$ cat config.mk
export PLATFORM = sky130hd
export DESIGN_NAME = incremental_conductance_mppt
export DESIGN_NICKNAME = d
export VERILOG_FILES = /design/src/icm_pkg.sv /design/src/incremental_conductance_mppt.sv
export VERILOG_INCLUDE_DIRS = /design/src /design/src/src
export SDC_FILE = /design/constraint.sdc
export NUM_CORES = 2
export LEC_CHECK = 0
export BUFFER_PORTS_ARGS = -buffer_cell sky130_fd_sc_hd__buf_2
export CORE_UTILIZATION = 55
export DETAILED_ROUTE_END_ITERATION = 10
export PLACE_DENSITY_LB_ADDON = 0.05
export SKIP_CTS_REPAIR_TIMING = 1
export SLEW_MARGIN = 5
export SYNTH_ARGS = -nofsm -noshare
export SYNTH_HDL_FRONTEND = slang
export SYNTH_SLANG_ARGS = --single-unit
$ cat constraint.sdc
create_clock -name clk -period 9.53 [get_ports clk]
set_input_delay 0.953 -clock clk [delete_from_list [all_inputs] [get_ports clk]]
set_output_delay 0.953 -clock clk [all_outputs]
set_load 0.1 [all_outputs]
$ cat src/incremental_conductance_mppt_assert.svh
// Assertion macros shared by the MPPT RTL
`ifndef INCREMENTAL_CONDUCTANCE_MPPT_ASSERT_SVH
`define INCREMENTAL_CONDUCTANCE_MPPT_ASSERT_SVH
`ifndef SYNTHESIS
// same-cycle implication, sampled on clk, off during rst
`define ICM_ASSERT_IMP(label, cond, prop, msg) \
  label: assert property (@(posedge clk) disable iff (rst) (cond) |-> (prop)) \
    else $error(msg);
// next-cycle implication, sampled on clk, off during rst
`define ICM_ASSERT_NEXT(label, cond, prop, msg) \
  label: assert property (@(posedge clk) disable iff (rst) (cond) |=> (prop)) \
    else $error(msg);
`else
`define ICM_ASSERT_IMP(label, cond, prop, msg)
`define ICM_ASSERT_NEXT(label, cond, prop, msg)
`endif
`endif

$ cat src/icm_pkg.sv
// Types and constants of the incremental-conductance MPPT block
`timescale 1ns / 1ps

package icm_pkg;

  // result field widths and packed beat width
  localparam int STEP_W = 17;
  localparam int DIR_W  = 2;
  localparam int OUT_W  = 24;

  // Q0.16 step and gain
  localparam int FRAC_W = 16;

  // register port
  localparam int CFG_AW = 5;
  localparam int CFG_DW = 32;

  // register reset values
  localparam logic [FRAC_W-1:0] STEP_SIZE_RST    = 16'd655;
  localparam logic              SCALED_MODE_RST  = 1'b1;
  localparam logic [FRAC_W-1:0] DAMPING_GAIN_RST = 16'd328;

  // register index (byte address / 4)
  typedef enum logic [2:0] {
    REG_STEP_SIZE       = 3'd0,
    REG_SCALED_MODE     = 3'd1,
    REG_DAMPING_GAIN    = 3'd2,
    REG_INITIAL_CURRENT = 3'd3,
    REG_INITIAL_VOLTAGE = 3'd4
  } cfg_reg_t;

  // reported direction
  typedef enum logic [DIR_W-1:0] {
    DIR_HOLD = 2'd0,
    DIR_UP   = 2'd1,
    DIR_DOWN = 2'd2
  } dir_t;

  // sequencer
  typedef enum logic [2:0] {
    ST_IDLE,
    ST_MUL1,
    ST_SUM,
    ST_DEC,
    ST_MUL2,
    ST_CMP,
    ST_DIV,
    ST_DONE
  } state_t;

endpackage

$ cat src/incremental_conductance_mppt.sv
// Incremental-conductance MPPT with bit-serial multipliers and divider
`timescale 1ns / 1ps
`include "incremental_conductance_mppt_assert.svh"

// Incremental-conductance maximum power point tracker.
// Input stream s_*: one beat is a new current/voltage sample pair.
// Output stream m_*: one beat per input beat with the signed step, the
// direction and the zero-voltage fault flag.
// Registers on the APB-style port: step_size, scaled_mode, damping_gain,
// initial_current, initial_voltage at byte addresses 0, 4, 8, 12, 16.
// Writing an initial register loads the stored previous sample at once.
// Sequence: the four sample products run bit-serially, then dP and the
//   comparison numerator are registered and the direction decided. When the
//   step is scaled, the gain and power products run bit-serially; when the
//   damped factor stays below one, a restoring divider gives the 16 quotient
//   bits one per cycle. A fixed or held step skips both, and a factor that
//   reaches one skips the divider.
//   One item is in work at a time; s_tready returns in the cycle after the
//   result is loaded.
// The result sits in an output register: a stalled receiver does not stop
// the next sample from being taken, only the load of its result.
// Reset (rst, synchronous) restores register defaults, clears the previous
// sample pair to zero and drops any item in work.
module incremental_conductance_mppt
  import icm_pkg::*;
#(
  parameter int SAMPLE_WIDTH = 16
) (
  input  logic                                       clk,
  input  logic                                       rst,
  // slave stream: [SW-1:0] current_sample, [2SW-1:SW] voltage_sample
  input  logic                                       s_tvalid,
  output logic                                       s_tready,
  input  logic [((2*SAMPLE_WIDTH+7)/8)*8-1:0]        s_tdata,
  // master stream: [16:0] step, [18:17] direction, [19] zero_voltage_fault
  output logic                                       m_tvalid,
  input  logic                                       m_tready,
  output logic [OUT_W-1:0]                           m_tdata,
  // register port
  input  logic                                       psel,
  input  logic                                       penable,
  input  logic                                       pwrite,
  input  logic [CFG_AW-1:0]                          paddr,
  input  logic [CFG_DW-1:0]                          pwdata,
  output logic [CFG_DW-1:0]                          prdata,
  output logic                                       pready
);

  localparam int SW  = SAMPLE_WIDTH;
  localparam int L1  = (SW + 1 > FRAC_W) ? SW + 1 : FRAC_W; // sample product passes
  localparam int HW  = SW + 2;                                // signed accumulator
  localparam int PW  = 2 * SW;                                // |dP| bits
  localparam int DPW = 2 * SW + 1;                            // dP
  localparam int NMW = 2 * SW + 2;                            // comparison numerator
  localparam int AW  = FRAC_W + 1 + PW;                       // gain * |dP|
  localparam int NW  = 2 * FRAC_W + 1 + PW;                   // step * gain * |dP|
  localparam int DW  = SW + 1 + FRAC_W;                       // |dV| << 16
  localparam int CW  = $clog2(PW);

  // configuration registers and previous sample pair
  logic [FRAC_W-1:0]    step_size;
  logic                 scaled_mode;
  logic [FRAC_W-1:0]    damping_gain;
  logic signed [SW-1:0] initial_current;
  logic signed [SW-1:0] initial_voltage;
  logic signed [SW-1:0] last_current;
  logic signed [SW-1:0] last_voltage;

  // sequencer
  state_t          state, state_next;
  logic [CW-1:0]   cnt;
  logic            in_take;
  logic            out_load;
  logic            need_scale;
  logic            a_lt_d;

  // sample product lanes: cur*vol, last_cur*last_vol, dI*vol, cur*dV
  logic signed [SW-1:0] mc [4];
  logic signed [L1-1:0] mp [4];
  logic signed [HW-1:0] hi [4];
  logic [L1-1:0]        lo [4];
  logic signed [HW-1:0] addend [4];
  logic signed [HW-1:0] lsum [4];
  logic signed [HW+L1-1:0] prod [4];
  logic            last1;

  // step * gain lane
  logic [L1-1:0]        sg_mp;
  logic [FRAC_W:0]      sg_hi;
  logic [L1-1:0]        sg_lo;
  logic [FRAC_W:0]      sg_sum;
  logic [FRAC_W+L1:0]   sg_full;

  // per-item flags and differences
  logic signed [SW:0]   dv_r;
  logic                 dv_zero, vol_zero, di_zero, di_neg, dv_neg, vol_neg;
  logic signed [DPW-1:0] dp_r;
  logic signed [NMW-1:0] num_r;
  logic [SW:0]          dabs_r;
  dir_t                 dir_r;
  dir_t                 dir_dec;
  logic                 fault_r;
  logic                 use_q;

  // gain*|dP| and step*gain*|dP| lanes
  logic [PW-1:0]        dpm;
  logic [FRAC_W:0]      a_hi, a_sum;
  logic [PW-1:0]        a_lo;
  logic [2*FRAC_W:0]    n_hi, n_sum;
  logic [PW-1:0]        n_lo;
  logic [AW-1:0]        a_full;
  logic [NW-1:0]        n_full;
  logic [DW-1:0]        d_full;

  // divider
  logic [DW-1:0]        rem;
  logic [FRAC_W-1:0]    qb;
  logic [DW:0]          div_t;
  logic [DW:0]          div_diff;
  logic                 div_ge;

  // incoming beat
  logic signed [SW-1:0] in_cur, in_vol;
  logic signed [SW:0]   in_di, in_dv;

  // output register
  logic [STEP_W-1:0]    out_step;
  dir_t                 out_dir;
  logic                 out_fault;
  logic [FRAC_W-1:0]    mag_final;
  logic [STEP_W-1:0]    step_final;

  logic                 cfg_wr;

  assign in_cur = s_tdata[SW-1:0];
  assign in_vol = s_tdata[2*SW-1:SW];
  assign in_di  = (SW+1)'(in_cur) - (SW+1)'(last_current);
  assign in_dv  = (SW+1)'(in_vol) - (SW+1)'(last_voltage);

  // ---------------------------------------------------------------- register port
  assign pready = 1'b1;
  assign cfg_wr = psel & penable & pwrite;

  always_comb begin
    unique case (cfg_reg_t'(paddr[4:2]))
      REG_STEP_SIZE:       prdata = CFG_DW'(step_size);
      REG_SCALED_MODE:     prdata = CFG_DW'(scaled_mode);
      REG_DAMPING_GAIN:    prdata = CFG_DW'(damping_gain);
      REG_INITIAL_CURRENT: prdata = CFG_DW'(initial_current);
      REG_INITIAL_VOLTAGE: prdata = CFG_DW'(initial_voltage);
      default:             prdata = '0;
    endcase
  end

  // ---------------------------------------------------------------- next state
  always_comb begin
    state_next = state;
    unique case (state)
      ST_IDLE: if (s_tvalid) state_next = ST_MUL1;
      ST_MUL1: if (cnt == CW'(L1-1)) state_next = ST_SUM;
      ST_SUM:  state_next = ST_DEC;
      ST_DEC:  state_next = need_scale ? ST_MUL2 : ST_DONE;
      ST_MUL2: if (cnt == CW'(PW-1)) state_next = ST_CMP;
      ST_CMP:  state_next = a_lt_d ? ST_DIV : ST_DONE;
      ST_DIV:  if (cnt == CW'(FRAC_W-1)) state_next = ST_DONE;
      ST_DONE: if (!m_tvalid || m_tready) state_next = ST_IDLE;
      default: state_next = ST_IDLE;
    endcase
  end

  // ---------------------------------------------------------------- control outputs
  always_comb begin
    s_tready = 1'b0;
    out_load = 1'b0;
    unique case (state)
      ST_IDLE: s_tready = 1'b1;
      ST_DONE: out_load = !m_tvalid || m_tready;
      default: ;
    endcase
  end

  assign in_take = s_tvalid && s_tready;

  always_ff @(posedge clk) begin
    if (rst) begin
      state <= ST_IDLE;
      cnt   <= '0;
    end else begin
      state <= state_next;
      cnt   <= (state_next != state) ? '0 : cnt + CW'(1);
    end
  end

  // ---------------------------------------------------------------- configuration and history
  always_ff @(posedge clk) begin
    if (rst) begin
      step_size       <= STEP_SIZE_RST;
      scaled_mode     <= SCALED_MODE_RST;
      damping_gain    <= DAMPING_GAIN_RST;
      initial_current <= '0;
      initial_voltage <= '0;
      last_current    <= '0;
      last_voltage    <= '0;
    end else if (cfg_wr) begin
      case (cfg_reg_t'(paddr[4:2]))
        REG_STEP_SIZE:    step_size    <= pwdata[FRAC_W-1:0];
        REG_SCALED_MODE:  scaled_mode  <= pwdata[0];
        REG_DAMPING_GAIN: damping_gain <= pwdata[FRAC_W-1:0];
        REG_INITIAL_CURRENT: begin
          initial_current <= pwdata[SW-1:0];
          last_current    <= pwdata[SW-1:0];
        end
        REG_INITIAL_VOLTAGE: begin
          initial_voltage <= pwdata[SW-1:0];
          last_voltage    <= pwdata[SW-1:0];
        end
        default: ;
      endcase
    end else if (in_take) begin
      last_current <= in_cur;
      last_voltage <= in_vol;
    end
  end

  // ---------------------------------------------------------------- bit-serial sample products
  assign last1 = (cnt == CW'(L1-1));

  always_comb begin
    for (int k = 0; k < 4; k++) begin
      // two's complement multiplier: the sign bit weighs negative
      if (mp[k][0]) addend[k] = last1 ? -HW'(mc[k]) : HW'(mc[k]);
      else          addend[k] = '0;
      lsum[k] = hi[k] + addend[k];
      prod[k] = {hi[k], lo[k]};
    end
    sg_sum  = sg_hi + (sg_mp[0] ? (FRAC_W+1)'(step_size) : '0);
    sg_full = {sg_hi, sg_lo};
  end

  always_ff @(posedge clk) begin
    if (in_take) begin
      mc[0] <= in_cur;       mp[0] <= L1'(in_vol);
      mc[1] <= last_current; mp[1] <= L1'(last_voltage);
      mc[2] <= in_vol;       mp[2] <= L1'(in_di);
      mc[3] <= in_cur;       mp[3] <= L1'(in_dv);
      for (int k = 0; k < 4; k++) begin
        hi[k] <= '0;
      end
      sg_mp    <= L1'(damping_gain);
      sg_hi    <= '0;
      dv_r     <= in_dv;
      dv_zero  <= (in_dv == '0);
      vol_zero <= (in_vol == '0);
      di_zero  <= (in_di == '0);
      di_neg   <= in_di[SW];
      dv_neg   <= in_dv[SW];
      vol_neg  <= in_vol[SW-1];
    end else if (state == ST_MUL1) begin
      for (int k = 0; k < 4; k++) begin
        hi[k] <= lsum[k] >>> 1;
        lo[k] <= {lsum[k][0], lo[k][L1-1:1]};
        mp[k] <= mp[k] >>> 1;
      end
      sg_hi <= {1'b0, sg_sum[FRAC_W:1]};
      sg_lo <= {sg_sum[0], sg_lo[L1-1:1]};
      sg_mp <= sg_mp >> 1;
    end
  end

  // ---------------------------------------------------------------- dP, comparison and direction
  always_comb begin
    if (dv_zero)
      dir_dec = di_zero ? DIR_HOLD : (di_neg ? DIR_DOWN : DIR_UP);
    else if (vol_zero || num_r == '0)
      dir_dec = DIR_HOLD;
    else
      dir_dec = (num_r[NMW-1] ^ dv_neg ^ vol_neg) ? DIR_DOWN : DIR_UP;
    need_scale = scaled_mode && !dv_zero && !vol_zero && (dir_dec != DIR_HOLD);
  end

  // ---------------------------------------------------------------- gain*|dP| and step*gain*|dP|
  always_comb begin
    a_sum  = a_hi + (dpm[0] ? (FRAC_W+1)'(damping_gain) : '0);
    n_sum  = n_hi + (dpm[0] ? (2*FRAC_W+1)'(sg_full[2*FRAC_W-1:0]) : '0);
    a_full = {a_hi, a_lo};
    n_full = {n_hi, n_lo};
    d_full = {dabs_r, FRAC_W'(0)};
    a_lt_d = a_full < AW'(d_full);
  end

  // restoring division step
  always_comb begin
    div_t    = {rem, qb[FRAC_W-1]};
    div_ge   = div_t >= (DW+1)'(d_full);
    div_diff = div_t - (DW+1)'(d_full);
  end

  always_ff @(posedge clk) begin
    unique case (state)
      ST_SUM: begin
        dp_r  <= DPW'(prod[0]) - DPW'(prod[1]);
        num_r <= NMW'(prod[2]) + NMW'(prod[3]);
      end
      ST_DEC: begin
        dir_r   <= dir_dec;
        fault_r <= !dv_zero && vol_zero;
        use_q   <= 1'b0;
        dabs_r  <= dv_r[SW] ? (SW+1)'(-dv_r) : (SW+1)'(dv_r);
        dpm     <= dp_r[DPW-1] ? PW'(-dp_r) : PW'(dp_r);
        a_hi    <= '0;
        n_hi    <= '0;
      end
      ST_MUL2: begin
        a_hi <= {1'b0, a_sum[FRAC_W:1]};
        a_lo <= {a_sum[0], a_lo[PW-1:1]};
        n_hi <= {1'b0, n_sum[2*FRAC_W:1]};
        n_lo <= {n_sum[0], n_lo[PW-1:1]};
        dpm  <= dpm >> 1;
      end
      ST_CMP: begin
        // quotient fits 16 bits: upper part of the dividend is below |dV|<<16
        use_q <= a_lt_d;
        rem   <= n_full[DW+FRAC_W-1:FRAC_W];
        qb    <= n_lo[FRAC_W-1:0];
      end
      ST_DIV: begin
        rem <= div_ge ? div_diff[DW-1:0] : div_t[DW-1:0];
        qb  <= {qb[FRAC_W-2:0], div_ge};
      end
      default: ;
    endcase
  end

  // ---------------------------------------------------------------- output register
  always_comb begin
    mag_final = use_q ? qb : step_size;
    case (dir_r)
      DIR_UP:   step_final = {1'b0, mag_final};
      DIR_DOWN: step_final = -{1'b0, mag_final};
      default:  step_final = '0;
    endcase
  end

  always_ff @(posedge clk) begin
    if (rst) begin
      m_tvalid <= 1'b0;
    end else if (out_load) begin
      m_tvalid <= 1'b1;
    end else if (m_tready) begin
      m_tvalid <= 1'b0;
    end
  end

  always_ff @(posedge clk) begin
    if (out_load) begin
      out_step  <= step_final;
      out_dir   <= dir_r;
      out_fault <= fault_r;
    end
  end

  assign m_tdata = {(OUT_W-STEP_W-DIR_W-1)'(0), out_fault, out_dir, out_step};

  // ---------------------------------------------------------------- checks
  `ICM_ASSERT_NEXT(a_take_starts, s_tvalid && s_tready, state == ST_MUL1, "accept did not start work")
  `ICM_ASSERT_IMP(a_div_rem, state == ST_DIV, rem < d_full, "divider remainder out of range")
  `ICM_ASSERT_IMP(a_fault_hold, m_tvalid && out_fault, out_step == '0 && out_dir == DIR_HOLD, "fault result not held")
  `ICM_ASSERT_IMP(a_up_sign, m_tvalid && out_dir == DIR_UP, !out_step[STEP_W-1], "upward step negative")

endmodule

==> results.cfg <==
[outcome]
run_status = completed

[logic_synthesis]
gate_count_after_technology_mapping = 3990
avgSynthCellArea_um2 = 10.2
synth_sequential_area_ratio_pct = 49.7
ys_types = 82
postSynthRegisterBits = 713
synthArstFlopShare_pct = 0
yosys_warnings = 0
number_of_enable_flip_flop_cells_after_synthesis = 591
dominantRegCellSynth = edfxtp_1
syn-cell-area_um2 = 40600

[floorplanning]
core.rowCount = 99
die_area_um2 = 74900
die_span_x_um = 274
floorplan.core_area_um2 = 73000
io_pins = 135
die_h_um = 274
initial_core_util_pct = 55.6

[timing]
tightest_slew_ps = 1170
worst_clock_skew_ps = 32.0
min_period_over_period_pct = 46.4
period_minus_slack_ps = 4420
endpoints_failing_hold = 0
setup_violations = 0
max_slew_margin_pct = 22.1
final-max-slew-violation-count = 0
rsz0062_at_grt = false
timing.final.ws_setup_ps = 5110
max_clock_freq_mhz = 226
whs_ps = 445
total_negative_slack_ps = 0

[critical_path]
critical_path.startpoint = cnt[0]
timing.reg2reg.worst_path_depth = 18
r2r-start = cnt[0]
regToRegEndpoint = hi[3][15]
r2r_setup_slack_ps = 5110
arrival_ps = 4740
timing.critical_path.from_type = register
critPathKind = reg2reg
critPathCaptureType = register
timing.critical_path.fanout_max = 44
worst_ep_required_time_ps = 9850

[cts]
path_clk_slew_ps = 60
tritoncts = done
maximum_level_of_the_cts_h_tree = 3
cts_sinks = 713
ctsRootBufferMaster = clkbuf_16
cts-buffers-inserted = 80
cts-root-to-sink-buffers = 3
clock_latency_reported_for_the_late_side_of_the_worst_skew_pair_ps = 630

[place]
finalWeightedCongestion = 0.880
pre_cts_ws_ps = 5100
dp_hpwl_mm = 67.5
detailed_place.area_um2 = 41900
count_of_buffers_from_port_buffering = 111

[routing]
dr_total_vias = 29300
final_antenna_net_count = 0
routed_wirelength_mm = 95.6
avgRoutedWirePerCell_um = 18.8
initialDrtViolationCount = 2527
route.detailed.drc = 0
routed_via_density = 5.76
dr.pass1.iters = 7

[min_path]
worst_hold_path_depth = 0
worstHoldPathType = reg2reg
hold-path-endpoint = lo[1][10]
hold_path.startpoint = lo[1][11]

[final_layout]
final_layout_size_suffix_gt1_share_pct = 7.59
finalInstanceArea_um2 = 44600
num-nets-final = 4422
syn_to_layout_area_delta_pct = 10.0
n_fill_cell = 6152

[pwr]
overall_power_of_the_completed_layout_mw = 8.38
power.ir.vdd_worst_v = 0.000155
power_density_nw_per_um2 = 188
power.leakage_nw = 17.7

[global_route]
maximum_number_of_pins_on_one_net_before_global_route_repair = 89
first_global_vias = 27500
grt_first_pass_wirelength_mm = 151
antenna_found_initial = 1
globalRoute.totalOverflow = 0
total_routing_resource_utilization_after_global_routing_pct = 25.6

[flow_run]
maxCapViolCount = 0
-- where the power goes --
part / switching, mW / total [mW] / internal (mW)
Combinational: 0.853 / 1.43 / 0.575
Clock: 1.27 / 3.18 / 1.91
Sequential: 0.130 / 3.77 / 3.64
Total: 2.26 / 8.38 / 6.12
-- synthesized netlist by cell type (31+ instances only) --
library cell	instances	area share, %
edfxtp_1	591	44
nand2_1	520	4.8
nor2_1	321	3.0
a21oi_1	295	3.6
ha_1	274	8.4
inv_1	185	1.7
o21ai_0	181	2.2
xnor2_1	149	3.2
xor2_1	125	2.7
dfxtp_1	122	6.0
clkbuf_1	116	1.1
and2_1	113	1.7
nor3_1	85	1.0
a21o_1	81	1.5
nor2b_1	77	1.2
nand3_1	70	0.86
a211oi_1	62	1.1
nand2b_1	50	0.77
mux2i_1	44	1.1
o21a_1	43	0.80
and3_1	33	0.51
nor4_1	31	0.48
-- registers in the layout, indices dropped and copies added, names as in the netlist, 17 cells and up --
signal    count
hi           68
lo           68
mp           68
mc           48
num_r        34
dp_r         33
rem          33
dpm          32
n_hi         32
n_lo         32
dabs_r       17
dv_r         17
out_step     17
sg_lo        17
-- cell type report --
type,count,area [um2],share of cell area [%]
Antenna cell,1,2.50,0.00561
Clock buffer,110,2270,5.08
Clock inverter,35,423,0.947
Inverter,188,721,1.61
Multi-Input combinational cell,2944,19100,42.8
Sequential cell,713,20200,45.2
Tap cell,959,1200,2.69
Timing Repair Buffer,133,723,1.62
-- placed cells by master (no fill, tap or decap), drive strengths merged, types with 110 or more instances in the layout --
cell type	n
dfxtp	122
xor2	125
a21oi	296
buf	133
inv	190
o21ai	210
and2	113
nand2	521
edfxtp	591
xnor2	149
ha	274
clkbuf	110
nor2	321
-- layer usage --
metal	track usage [%]	up-vias	part of all wire, %
met5	0	-	0
met4	8.62	0	2.9
met3	3.31	144	5.4
met2	37.8	684	43
met1	38.5	13900	49
li1	-	14500	-
-- logic make-up after synthesis --
| logic type | Yosys count | share of synthesized area, % |
|---|---|---|
| other | 2 | 0.0185 |
| buffers and inverters | 336 | 3.33 |
| XOR/XNOR | 274 | 5.91 |
| multiplexers | 55 | 1.42 |
| flip-flops | 713 | 49.7 |
| AO/OA/AOI/OAI | 910 | 14.1 |
| AND/OR/NAND/NOR | 1414 | 16.4 |
| adder cells (fa/ha/maj) | 286 | 9.04 |
-- worst max-delay path by stage --
| stage | to | slack (ps) | depth (start not counted) |
|---|---|---|---|
| after floorplan | a_hi[0] | 2500 | 3 |
| after global placement | dv_zero | 5140 | 13 |
| after detailed placement | dv_zero | 5100 | 13 |
| after CTS | hi[3][15] | 5130 | 18 |
| after global routing | hi[3][13] | 4670 | 18 |
| final | hi[3][15] | 5110 | 18 |
-- worst max-delay path: stages (launching register included) --
cell      delay [ps]
dfxtp_1          370
inv_1             70
ha_1             210
nand3_1          150
buf_4            410
nor2_1           100
xnor2_1          270
nor2b_1          100
ha_1             310
nor2b_1          150
o21ai_0          210
a21boi_0         200
o211ai_1         270
a21oi_1          110
a211o_1          330
o221a_2          290
o31ai_1          340
a21o_1           170
a21oi_1           50
-- stage by stage --
| step | instances | util, % |
|---|---|---|
| finish | 5083 | 61.2 |
| global route | 5082 | 61.2 |
| CTS | 5082 | 61.2 |
| detailed placement | 4937 | 57.5 |
| global placement | 4937 | 57.5 |
| floorplan | 3993 | - |
Power figures use the tool's default switching activity.
